<file path="config.mk">
export PLATFORM = sky130hd
export DESIGN_NAME = timer_expiry_priority_queue_unit
export DESIGN_NICKNAME = d
export VERILOG_FILES = /design/src/rtl/teq_pkg.sv /design/src/rtl/teq_mem.sv /design/src/rtl/teq_ctrl.sv /design/src/rtl/timer_expiry_priority_queue_unit.sv
export SDC_FILE = /design/constraint.sdc
export NUM_CORES = 2
export LEC_CHECK = 0
export BUFFER_PORTS_ARGS = -buffer_cell sky130_fd_sc_hd__buf_4
export CAP_MARGIN = 20
export CORE_ASPECT_RATIO = 2
export CORE_MARGIN = 4
export CORE_UTILIZATION = 60
export DETAILED_ROUTE_END_ITERATION = 16
export PLACE_DENSITY_LB_ADDON = 0.08
export SLEW_MARGIN = 20
export SYNTH_ARGS = -nofsm -noshare
export SYNTH_HDL_FRONTEND = slang
export SYNTH_HIERARCHICAL = 1
export SYNTH_SLANG_ARGS = --single-unit
</file>
<file path="constraint.sdc">
create_clock -name clk -period 7.7 [get_ports clk]
set_input_delay 1.54 -clock clk [delete_from_list [all_inputs] [get_ports clk]]
set_output_delay 1.54 -clock clk [all_outputs]
set_load 0.005 [all_outputs]
</file>
<file path="src/rtl/teq_pkg.sv">
// Shared types and constants of the timer expiry queue.
package teq_pkg;

	localparam int MaxResults = 64;
	localparam logic [31:0] MaxTime = 32'hFFFF_FFFF;

	typedef enum logic [1:0] {
		REQ_ADD   = 2'd0,
		REQ_TICK  = 2'd1,
		REQ_CLEAR = 2'd2,
		REQ_NONE  = 2'd3
	} req_t;

	typedef enum logic [2:0] {
		ST_IDLE,
		ST_ADD_RD,
		ST_ADD_CMP,
		ST_ADD_WR,
		ST_TK_RD,
		ST_TK_CMP,
		ST_TK_END
	} state_t;

	typedef struct packed {
		logic [31:0] expiry;
		logic [7:0]  id;
	} entry_t;

	typedef struct packed {
		logic [7:0] fired_id;
		logic       fired;
		logic       last;
		logic       status;
	} res_t;

endpackage

</file>
<file path="src/rtl/teq_mem.sv">
// Entry memory: one write port, one registered read port.
module teq_mem #(
	parameter int DEPTH = 64,
	parameter int AW    = 6
) (
	input  logic            clk,
	input  logic            wr_en,
	input  logic [AW-1:0]   wr_addr,
	input  teq_pkg::entry_t wr_data,
	input  logic            rd_en,
	input  logic [AW-1:0]   rd_addr,
	output teq_pkg::entry_t rd_data
);
	import teq_pkg::*;

	entry_t mem [DEPTH];
	entry_t rd_q;

	always_ff @(posedge clk) begin
		if (wr_en) begin
			mem[wr_addr] <= wr_data;
		end
	end

	always_ff @(posedge clk) begin
		if (rd_en) begin
			rd_q <= mem[rd_addr];
		end
	end

	assign rd_data = rd_q;

endmodule

</file>
<file path="src/rtl/teq_ctrl.sv">
// Sequencer: sorted circular queue kept in the entry memory.
module teq_ctrl #(
	parameter int DEPTH = 64,
	parameter int AW    = 6,
	parameter int CW    = 7
) (
	input  logic            clk,
	input  logic            arst_n,
	input  logic            in_valid,
	output logic            in_ready,
	input  logic [1:0]      req_type,
	input  logic [31:0]     now_time,
	input  logic [15:0]     delay_seconds,
	input  logic [7:0]      task_id,
	input  logic            out_ok,
	output logic            emit,
	output teq_pkg::res_t   emit_res,
	output logic            wr_en,
	output logic [AW-1:0]   wr_addr,
	output teq_pkg::entry_t wr_data,
	output logic            rd_en,
	output logic [AW-1:0]   rd_addr,
	input  teq_pkg::entry_t rd_data
);
	import teq_pkg::*;

	state_t      st_q, st_d;
	logic [31:0] now_q, exp_q;
	logic [7:0]  id_q, pendid_q;
	logic        pend_q;
	logic [CW-1:0] pos_q, n_q, count_q;
	logic [AW-1:0] head_q;
	logic        ld_req, pos_dec, n_inc, take_pend, add_done, tick_done, clr;
	logic [32:0] sum;
	logic [31:0] exp_new;

	function automatic logic [AW-1:0] phys(input logic [AW-1:0] h, input logic [CW-1:0] off);
		logic [AW+1:0] t;
		t = (AW+2)'(h) + (AW+2)'(off);
		if (t >= (AW+2)'(DEPTH)) begin
			t = t - (AW+2)'(DEPTH);
		end
		return t[AW-1:0];
	endfunction

	assign sum = {1'b0, now_time} + {17'b0, delay_seconds};
	assign exp_new = sum[32] ? MaxTime : sum[31:0];

	always_ff @(posedge clk or negedge arst_n) begin
		if (!arst_n) begin
			st_q <= ST_IDLE;
			count_q <= '0;
			head_q <= '0;
			pend_q <= 1'b0;
		end else begin
			st_q <= st_d;
			if (clr) begin
				count_q <= '0;
			end else if (add_done) begin
				count_q <= count_q + 1'b1;
			end else if (tick_done) begin
				count_q <= count_q - n_q;
			end
			if (tick_done) begin
				head_q <= phys(head_q, n_q);
				pend_q <= 1'b0;
			end else if (take_pend) begin
				pend_q <= 1'b1;
			end
		end
	end

	always_ff @(posedge clk) begin
		if (ld_req) begin
			now_q <= now_time;
			exp_q <= exp_new;
			id_q <= task_id;
			pos_q <= count_q;
			n_q <= '0;
		end else begin
			if (pos_dec) begin
				pos_q <= pos_q - 1'b1;
			end
			if (n_inc) begin
				n_q <= n_q + 1'b1;
			end
		end
		if (take_pend) begin
			pendid_q <= rd_data.id;
		end
	end

	always_comb begin
		st_d = st_q;
		in_ready = 1'b0;
		emit = 1'b0;
		emit_res = '0;
		emit_res.last = 1'b1;
		wr_en = 1'b0;
		wr_addr = phys(head_q, pos_q);
		wr_data = rd_data;
		rd_en = 1'b0;
		rd_addr = phys(head_q, n_q);
		ld_req = 1'b0;
		pos_dec = 1'b0;
		n_inc = 1'b0;
		take_pend = 1'b0;
		add_done = 1'b0;
		tick_done = 1'b0;
		clr = 1'b0;
		case (st_q)
			ST_IDLE: begin
				in_ready = out_ok;
				if (in_valid && out_ok) begin
					ld_req = 1'b1;
					case (req_t'(req_type))
						REQ_ADD: begin
							emit = 1'b1;
							if (count_q >= CW'(DEPTH)) begin
								emit_res.status = 1'b1;
							end else if (count_q == '0) begin
								st_d = ST_ADD_WR;
							end else begin
								st_d = ST_ADD_RD;
							end
						end
						REQ_TICK: st_d = ST_TK_RD;
						REQ_CLEAR: begin
							emit = 1'b1;
							clr = 1'b1;
						end
						default: emit = 1'b1;
					endcase
				end
			end
			ST_ADD_RD: begin
				rd_en = 1'b1;
				rd_addr = phys(head_q, pos_q - 1'b1);
				st_d = ST_ADD_CMP;
			end
			ST_ADD_CMP: begin
				if (rd_data.expiry > exp_q) begin
					wr_en = 1'b1;
					pos_dec = 1'b1;
					st_d = (pos_q == CW'(1)) ? ST_ADD_WR : ST_ADD_RD;
				end else begin
					st_d = ST_ADD_WR;
				end
			end
			ST_ADD_WR: begin
				wr_en = 1'b1;
				wr_data.expiry = exp_q;
				wr_data.id = id_q;
				add_done = 1'b1;
				st_d = ST_IDLE;
			end
			ST_TK_RD: begin
				if (n_q < count_q && n_q < MaxResults) begin
					rd_en = 1'b1;
					st_d = ST_TK_CMP;
				end else begin
					st_d = ST_TK_END;
				end
			end
			ST_TK_CMP: begin
				if (rd_data.expiry <= now_q) begin
					if (!pend_q || out_ok) begin
						emit = pend_q;
						emit_res.fired = 1'b1;
						emit_res.last = 1'b0;
						emit_res.fired_id = pendid_q;
						take_pend = 1'b1;
						n_inc = 1'b1;
						st_d = ST_TK_RD;
					end
				end else begin
					st_d = ST_TK_END;
				end
			end
			ST_TK_END: begin
				if (out_ok) begin
					emit = 1'b1;
					emit_res.fired = pend_q;
					emit_res.fired_id = pend_q ? pendid_q : 8'd0;
					tick_done = 1'b1;
					st_d = ST_IDLE;
				end
			end
			default: st_d = ST_IDLE;
		endcase
	end

	a_count_bound: assert property (@(posedge clk) disable iff (!arst_n)
		count_q <= CW'(DEPTH)) else $error("entry count above depth");
	a_emit_ok: assert property (@(posedge clk) disable iff (!arst_n)
		emit |-> out_ok) else $error("result emitted into busy output");
	a_tick_bound: assert property (@(posedge clk) disable iff (!arst_n)
		tick_done |-> (n_q <= count_q)) else $error("tick removes too many");
	a_accept_idle: assert property (@(posedge clk) disable iff (!arst_n)
		(in_valid && in_ready) |=> (st_q != ST_ADD_CMP && st_q != ST_TK_CMP))
		else $error("request started mid-operation");

endmodule

</file>
<file path="src/rtl/timer_expiry_priority_queue_unit.sv">
// Top level of the timer expiry queue with its output register.
// Add, clear and unused requests give their word in the cycle after acceptance.
// Add reads stored entries from the tail, moves each that expires later up one slot, then writes the new entry.
// Tick reads entries from the head, one memory read per step, and gives a word per expired timer (one word if none).
// One request at a time; the output register holds a word while the next work goes on.
// Reset (arst_n low, asynchronous) empties the queue; memory contents are not cleared.
module timer_expiry_priority_queue_unit #(
	parameter int QUEUE_DEPTH = 64
) (
	input  logic        clk,
	input  logic        arst_n,
	input  logic        s_tvalid,
	output logic        s_tready,
	input  logic [55:0] s_tdata,  // now_time[31:0], delay_seconds[47:32], task_id[55:48]
	input  logic [1:0]  s_tuser,  // req_type[1:0]
	output logic        m_tvalid,
	input  logic        m_tready,
	output logic [7:0]  m_tdata,  // fired_id[7:0]
	output logic [1:0]  m_tuser,  // fired[0], status[1]
	output logic        m_tlast
);
	import teq_pkg::*;

	localparam int AW = (QUEUE_DEPTH > 1) ? $clog2(QUEUE_DEPTH) : 1;
	localparam int CW = $clog2(QUEUE_DEPTH + 1);

	logic    out_ok, emit, wr_en, rd_en, valid_q;
	res_t    emit_res, res_q;
	logic [AW-1:0] wr_addr, rd_addr;
	entry_t  wr_data, rd_data;

	assign out_ok = !valid_q || m_tready;

	teq_ctrl #(.DEPTH(QUEUE_DEPTH), .AW(AW), .CW(CW)) u_ctrl (
		.clk(clk), .arst_n(arst_n),
		.in_valid(s_tvalid), .in_ready(s_tready),
		.req_type(s_tuser), .now_time(s_tdata[31:0]),
		.delay_seconds(s_tdata[47:32]), .task_id(s_tdata[55:48]),
		.out_ok(out_ok), .emit(emit), .emit_res(emit_res),
		.wr_en(wr_en), .wr_addr(wr_addr), .wr_data(wr_data),
		.rd_en(rd_en), .rd_addr(rd_addr), .rd_data(rd_data)
	);

	teq_mem #(.DEPTH(QUEUE_DEPTH), .AW(AW)) u_mem (
		.clk(clk), .wr_en(wr_en), .wr_addr(wr_addr), .wr_data(wr_data),
		.rd_en(rd_en), .rd_addr(rd_addr), .rd_data(rd_data)
	);

	always_ff @(posedge clk or negedge arst_n) begin
		if (!arst_n) begin
			valid_q <= 1'b0;
		end else if (out_ok) begin
			valid_q <= emit;
		end
	end

	always_ff @(posedge clk) begin
		if (emit && out_ok) begin
			res_q <= emit_res;
		end
	end

	assign m_tvalid = valid_q;
	assign m_tdata = res_q.fired_id;
	assign m_tuser = {res_q.status, res_q.fired};
	assign m_tlast = res_q.last;

endmodule
</file>
# After elaboration in Yosys (flattened, before gate mapping)
# Memories as Yosys holds them, arrays and structs flattened. A register that Yosys moved wholly into a read port is not among the register bits.
# Cells that the tools add are included.
totals:
  out_inout_bits: 13
  in_bits: 62
  mem_bits_rw: 2560
  mem_count: 1
  word_cells: 118
  regBits: 123
op_classes:
  n_eq_ne: 14
  n_reduce_logical: 16
  n_addsub: 11
  n_mux: 53
  n_lt_le_gt_ge: 8
mem_list:
  columns: ["name", "depth", "width", "read_ports", "rd_clocked_by_memory_dff", "wr", "line", "text"]
  rows:
  - ["u_mem.mem", 64, 40, 1, 1, 1, "teq_mem.sv:16", "entry_t mem [DEPTH];"]
ops:
  columns: ["cell", "n"]
  rows:
  - ["two-way mux 40 bit", 1]
  - ["two-way mux 7 bit", 5]
  - ["adder 32 x 16 -> 33 bit", 1]
  - ["greater-than comparator 32 bit", 1]
  - ["less-or-equal comparator 32 bit", 1]
  - ["adder 6 x 7 -> 8 bit", 3]
  - [">= comparator 8 x 7 -> 1 bit (second input constant)", 3]
  - ["two-way mux 1 bit", 24]
  - ["two-way mux 6 bit", 4]
  - ["two-way mux 10 bit", 2]
  - ["two-way mux 3 bit", 6]
  - ["one-hot mux 3 bit (6 select lines)", 1]
  - ["one-hot mux 9 bit (2 select lines)", 1]
  - ["subtractor 6 x 1 -> 6 bit (second input constant)", 3]
  - ["adder 7 x 1 -> 7 bit (second input constant)", 2]
  - ["equality test 3 bit (second input constant)", 3]
  - ["two-way mux 9 bit", 1]
  - ["inequality test 3 bit (second input constant)", 3]
  - ["two-way mux 8 bit", 1]
  - ["equality test 7 x 1 -> 1 bit (second input constant)", 1]
  - [">= comparator 7 bit (second input constant)", 1]
  - ["logical NOT 7 bit", 1]
  - ["< comparator 7 bit", 1]
  - ["< comparator 7 bit (second input constant)", 1]
  - ["other kinds (22)", 31]

# Longest topological paths before layout
depth:
  word_depth: 8
  mapped_depth: 18
  ltp_nobuf: 16

# Cells and area by module
# The synthesis kept the hierarchy.
modules_own_cells:
  columns: ["mod", "n_inst", "area_each_um2", "cells_per_inst", "seq_area_each_um2"]
  rows:
  - ["teq_mem", 1, 98236.7, 4195, 78074.9]
  - ["teq_ctrl", 1, 8536.9, 947, 3178.0]
  - ["timer_expiry_priority_queue_unit", 1, 384.1, 15, 355.3]

# Worst setup path after synthesis
# Ideal clock, no wire load.
synth_path:
  path_type: "flip-flop to flip-flop"
  start: "register u_mem/rd_data[9] (netlist name)"
  end: "memory u_mem/mem[48][0] in the netlist's numbering, enable pin"
  slack_ps: 2168
  synth_period_minus_slack_ps: 5532
  setup_ps: 487
  required_ps: 7213
  t_arrival_ps: 5046
  stages_incl_launch_ff: 11
  path_buffers: 0
  cell_sequence: "edfxtp_1 ha_1 nor2b_1 o211ai_1 a2111o_1 a31oi_1 o22ai_1 o21ai_0 nor2b_1 nand4b_1 nor3_1"
synth_via:
  elab_chain_cells: 5
synth_lines:
  columns: ["element", "line", "text"]
  rows:
  - ["greater-than comparator 32 bit", "teq_ctrl.sv:142", "if (rd_data.expiry > exp_q) begin"]
  - ["two-way mux 1 bit", "teq_ctrl.sv:142", null]
  - ["one-hot mux 1 bit (2 select lines)", "teq_ctrl.sv:111", "case (st_q)"]
  - ["via wr_en", "timer_expiry_priority_queue_unit.sv:27", "logic out_ok, emit, wr_en, rd_en, valid_q;"]
  - ["two-way mux 1 bit", "teq_mem.sv:20", "if (wr_en) begin"]
  - ["two-way mux 1 bit (implied by the code)", "teq_mem.sv:21", "mem[wr_addr] <= wr_data;"]
  - ["end, declared", "teq_mem.sv:16", null]
# The timed path passes the listed nets, and every way through them passes these cells.

# Worst setup path in the final report
layout_path:
  start: "register u_mem/rd_data[14] (netlist name)"
  end: "memory u_mem/mem[38][37] in the netlist's numbering, enable pin"
layout_via:
  elab_chain_cells: 5
layout_lines:
  columns: ["element", "line"]
  rows:
  - ["greater-than comparator 32 bit", "teq_ctrl.sv:142"]
  - ["two-way mux 1 bit", "teq_ctrl.sv:142"]
  - ["one-hot mux 1 bit (2 select lines)", "teq_ctrl.sv:111"]
  - ["via wr_en", "timer_expiry_priority_queue_unit.sv:27"]
  - ["two-way mux 1 bit", "teq_mem.sv:20"]
  - ["two-way mux 1 bit (implied by the code)", "teq_mem.sv:21"]
# The timed path passes the listed nets, and every way through them passes these cells.

==> impl_metrics.prom <==
# TYPE chip_impl_metric gauge
chip_impl_metric{name="async_set_reset_flop_share_out_of_synthesis",unit="%"} 0.6610
chip_impl_info{name="outcome",value="complete, no violations"} 1
chip_impl_metric{name="count_of_cells_along_the_worst_register_to_register_path",unit=""} 11
chip_impl_metric{name="first_global_vias",unit=""} 54290
chip_impl_metric{name="post_route_cells_drive_above_1_share",unit="%"} 24.78
chip_impl_metric{name="start_util",unit="%"} 60.26
chip_impl_info{name="timing.critical_path.from_type",value="flop"} 1
chip_impl_metric{name="clk_lat_worst_skew",unit="ns"} 0.88
chip_impl_metric{name="ant_nets",unit=""} 0
chip_impl_metric{name="worst_pin_slew",unit="ns"} 1.180
chip_impl_info{name="synthDominantAreaCellType",value="edfxtp_1"} 1
chip_impl_metric{name="groute.usage.overall",unit="%"} 31.03
chip_impl_info{name="rr_startpoint",value="u_mem/rd_data[14]$_DFFE_PP_"} 1
chip_impl_metric{name="floorplan.rows",unit=""} 219
chip_impl_metric{name="drt_iter0_markers",unit=""} 5923
chip_impl_metric{name="drt_drc_violations_left",unit=""} 0
chip_impl_metric{name="synth_edf_count",unit=""} 2698
chip_impl_metric{name="worst-endpoint-arrival",unit="ns"} 5.95
chip_impl_metric{name="tritoncts.num_buffers",unit=""} 226
chip_impl_metric{name="fp.coreArea",unit="µm²"} 177800
chip_impl_metric{name="die-width",unit="µm"} 306.8
chip_impl_metric{name="finalClockSkew",unit="ns"} 0.07087
chip_impl_metric{name="grt_overflow",unit=""} 0
chip_impl_info{name="top_layer_reached_by_signal_wires",value="met5"} 1
chip_impl_metric{name="clock_sink_count",unit=""} 2723
chip_impl_metric{name="hold_viol_final",unit=""} 0
chip_impl_metric{name="cts-htree-levels",unit=""} 4
chip_impl_metric{name="post-dp-hpwl",unit="µm"} 184200
chip_impl_metric{name="post-route-util",unit="%"} 67.01
chip_impl_info{name="hp-class",value="reg -> reg"} 1
chip_impl_metric{name="vdd_drop_max",unit="mV"} 0.4519
chip_impl_metric{name="clk_pin_slew",unit="ns"} 0.07
chip_impl_metric{name="met2_wirelength",unit="µm"} 152200
chip_impl_metric{name="layout.nets",unit=""} 5553
chip_impl_metric{name="critical_path_peak_fanout",unit=""} 24
chip_impl_metric{name="detailroute.wirelength.met3",unit="µm"} 20150
chip_impl_metric{name="antenna_found_initial",unit=""} 11
chip_impl_info{name="netlist_top_cells_area",value="edfxtp_1 (76%), mux4_2 (13%), ha_1 (1.2%), mux2i_1 (1.1%), o22ai_1 (0.85%)"} 1
chip_impl_metric{name="post-cts-setup-buffers",unit=""} 0
chip_impl_info{name="yosysMostFrequentCell",value="edfxtp_1"} 1
chip_impl_metric{name="synthesis.area_per_instance",unit="µm²"} 20.78
chip_impl_metric{name="gp_routability_congestion",unit=""} 0.8999
chip_impl_metric{name="whs_path_depth",unit=""} 0
chip_impl_metric{name="maxCapViolations",unit=""} 0
chip_impl_metric{name="finalWorstPathRequiredPeriod",unit="ns"} 5.466
chip_impl_info{name="crit_type",value="reg -> reg"} 1
chip_impl_metric{name="mappedNetlistArea",unit="µm²"} 107200
chip_impl_metric{name="die_height",unit="µm"} 605.7
chip_impl_metric{name="fmaxAchievable",unit="GHz"} 0.1830
chip_impl_metric{name="timing.final.crit_share",unit="%"} 70.98
chip_impl_metric{name="yosysUniqueCellTypes",unit=""} 76
chip_impl_info{name="crit_path_start",value="u_mem/rd_data[14]$_DFFE_PP_"} 1
chip_impl_metric{name="netlist.area_leader.share",unit="%"} 75.61
chip_impl_metric{name="cts_resized",unit=""} 0
chip_impl_metric{name="max-clock-path-buffers",unit=""} 4
chip_impl_info{name="root_buffer_cell",value="clkbuf_16"} 1
chip_impl_info{name="timing.hold.worst_endpoint",value="u_ctrl/pendid_q[3]$_DFFE_PP_"} 1
chip_impl_metric{name="route.detailed.wl_per_inst",unit="µm"} 36.07
chip_impl_metric{name="critical_path_required",unit="ns"} 8.19
chip_impl_metric{name="synth.ff_latch_count",unit=""} 2723
chip_impl_metric{name="regToRegSetupSlack",unit="ns"} 2.23
chip_impl_metric{name="grt_max_degree",unit=""} 118
chip_impl_metric{name="detailedRoute.firstPassIterationCount",unit=""} 6
chip_impl_metric{name="post_drt_via_cell_ratio",unit=""} 6.780
chip_impl_info{name="critical_path.reg2reg.endpoint",value="u_mem/mem[38][37]$_DFFE_PP_"} 1
chip_impl_metric{name="total_setup_violations_reported_at_the_end_of_the_flow",unit=""} 0
chip_impl_metric{name="yosysWarnings",unit=""} 6
chip_impl_metric{name="number_of_placed_i_o_pins",unit=""} 75
chip_impl_info{name="cts_tree",value="built"} 1
chip_impl_info{name="yosys-top-cells-count",value="edfxtp_1 (2698), mux4_2 (608), nor2_1 (157), nand2_1 (150), o22ai_1 (145)"} 1
chip_impl_metric{name="dr_total_vias",unit=""} 53370
chip_impl_metric{name="postCtsHoldBufs",unit=""} 0
chip_impl_metric{name="power.density_cell_area",unit="nW/µm²"} 446.9
chip_impl_info{name="synth-main-ff-cell",value="edfxtp_1"} 1
chip_impl_metric{name="finalMaxSlewViolations",unit=""} 0
chip_impl_metric{name="cellLeakagePower",unit="nW"} 37.12
chip_impl_metric{name="worst_slew_margin_rel",unit="%"} 20.62
chip_impl_metric{name="die-area",unit="µm²"} 185800
chip_impl_metric{name="detailed_route_wl",unit="µm"} 283900
chip_impl_metric{name="io_buffer_count",unit=""} 74
chip_impl_metric{name="wl_on_met1",unit="µm"} 93960
chip_impl_metric{name="total_power_of_the_final_layout",unit="W"} 0.05326
chip_impl_metric{name="synthCells",unit=""} 5157
chip_impl_metric{name="grt_pass1_wl",unit="µm"} 405000
chip_impl_info{name="rsz0062_at_grt",value="no"} 1
chip_impl_metric{name="synth.yosys.seq_area_share",unit="%"} 76.16
chip_impl_metric{name="mappedNetlistNets",unit=""} 5331
chip_impl_info{name="worst_setup_path_end_kind",value="flop"} 1
chip_impl_info{name="hp-start",value="u_mem/rd_data[3]$_DFFE_PP_"} 1
chip_impl_metric{name="final.setup.tns",unit="ns"} 0
chip_impl_metric{name="synthToLayoutAreaGrowth",unit="%"} 11.20
## sequential cells by signal, summed over array words and instances, names as in the netlist
register / count
u_ctrl/head_q: 6
u_ctrl/now_q: 32
m_tlast: 1
u_ctrl/pendid_q: 8
u_ctrl/n_q: 7
u_mem/mem: 2560
u_ctrl/id_q: 8
u_ctrl/count_q: 7
m_tdata: 8
m_tvalid: 1
u_mem/rd_data: 40
u_ctrl/pos_q: 7
u_ctrl/st_q: 3
m_tuser: 2
u_ctrl/exp_q: 32
u_ctrl/pend_q: 1
## worst max-delay path, stage by stage, from the launching register on
cell and delay, ns:
edfxtp_1 0.72, ha_1 0.46, nand4_1 0.16, a2111o_1 0.42
a31oi_1 0.17, o22ai_1 0.20, o21ai_0 0.21, buf_4 0.21
nor2b_1 0.29, nand3_1 0.68, nor2_4 1.06, buf_4 0.44
## report_power, final
group / total, W / switching, W / internal, W
Clock: 0.0114 / 0.00513 / 0.00625
Combinational: 0.0208 / 0.0138 / 0.00707
Sequential: 0.0211 / 0.000554 / 0.0205
## metal layers
metal  global-route usage (%)  vias to the layer above
met5                        0                        -
met4                    15.71                        6
met3                    4.567                      616
met2                    55.30                     2404
met1                    37.01                    28420
li1                         -                    21930
## cell type report
| cell class | count | area, µm² |
|---|---|---|
| Inverter | 113 | 430.4 |
| Sequential cell | 2723 | 81610 |
| Fill cell | 11430 | 58670 |
| Timing Repair Buffer | 255 | 2237 |
| Antenna cell | 2 | 5.005 |
| Clock inverter | 126 | 1232 |
| Clock buffer | 272 | 5934 |
| Multi-Input combinational cell | 2060 | 24810 |
| Tap cell | 2320 | 2903 |
## worst max path at each step
stage	endpoint	slack (ns)	cells past startpoint
6_report	u_mem/mem[38][37]$_DFFE_PP_	2.23	11
5_1_grt	u_mem/mem[38][33]$_DFFE_PP_	2.12	11
4_1_cts	u_mem/mem[38][25]$_DFFE_PP_	2.28	11
3_5_place_dp	u_mem/mem[38][24]$_DFFE_PP_	2.36	11
3_3_place_gp	u_mem/mem[38][24]$_DFFE_PP_	2.44	11
2_1_floorplan	u_mem/mem[48][0]$_DFFE_PP_	2.17	10
## logic make-up after synthesis
| group | after synthesis | share of synthesized area (%) |
|---|---|---|
| XOR/XNOR | 36 | 0.2942 |
| AND/OR/NAND/NOR | 522 | 2.339 |
| AO/OA/AOI/OAI | 613 | 3.805 |
| adder cells (fa/ha/maj) | 112 | 1.343 |
| buffers and inverters | 374 | 1.644 |
| flip-flops | 2723 | 76.16 |
| multiplexers | 777 | 14.42 |
## placed cells by master, fill, tap and decap left out, drive strengths merged, types with 17 or more instances in the layout
master / n
edfxtp: 2698
mux4: 608
clkbuf: 272
buf: 255
nor2: 157
nand2: 150
o22ai: 145
a21oi: 127
mux2i: 117
inv: 115
ha: 107
o21ai: 102
clkinv: 92
mux2: 52
o221ai: 45
nor4: 44
a221oi: 35
nand3: 30
nor2b: 28
nand4: 27
o22a: 26
bufinv: 23
xnor2: 22
nand2b: 20
and3: 19
a22oi: 19
dfrtp: 18
a21o: 18
o21a: 18
a22o: 17
## stage by stage
step / setup WS (ns) / hold WS (ns) / area, µm² / instances
final: 2.234 / 0.4602 / 119200 / 7871
after CTS: 2.282 / 0.4534 / 119100 / 7865
after floorplan: 2.168 / 0.4262 / 107200 / 5157
after global placement: 2.441 / 0.4640 / 111800 / 7463
after detailed placement: 2.358 / 0.4466 / 111900 / 7467
after global routing: 2.119 / 0.4665 / 119200 / 7870
No activity file was read; power rests on OpenSTA's default activity.
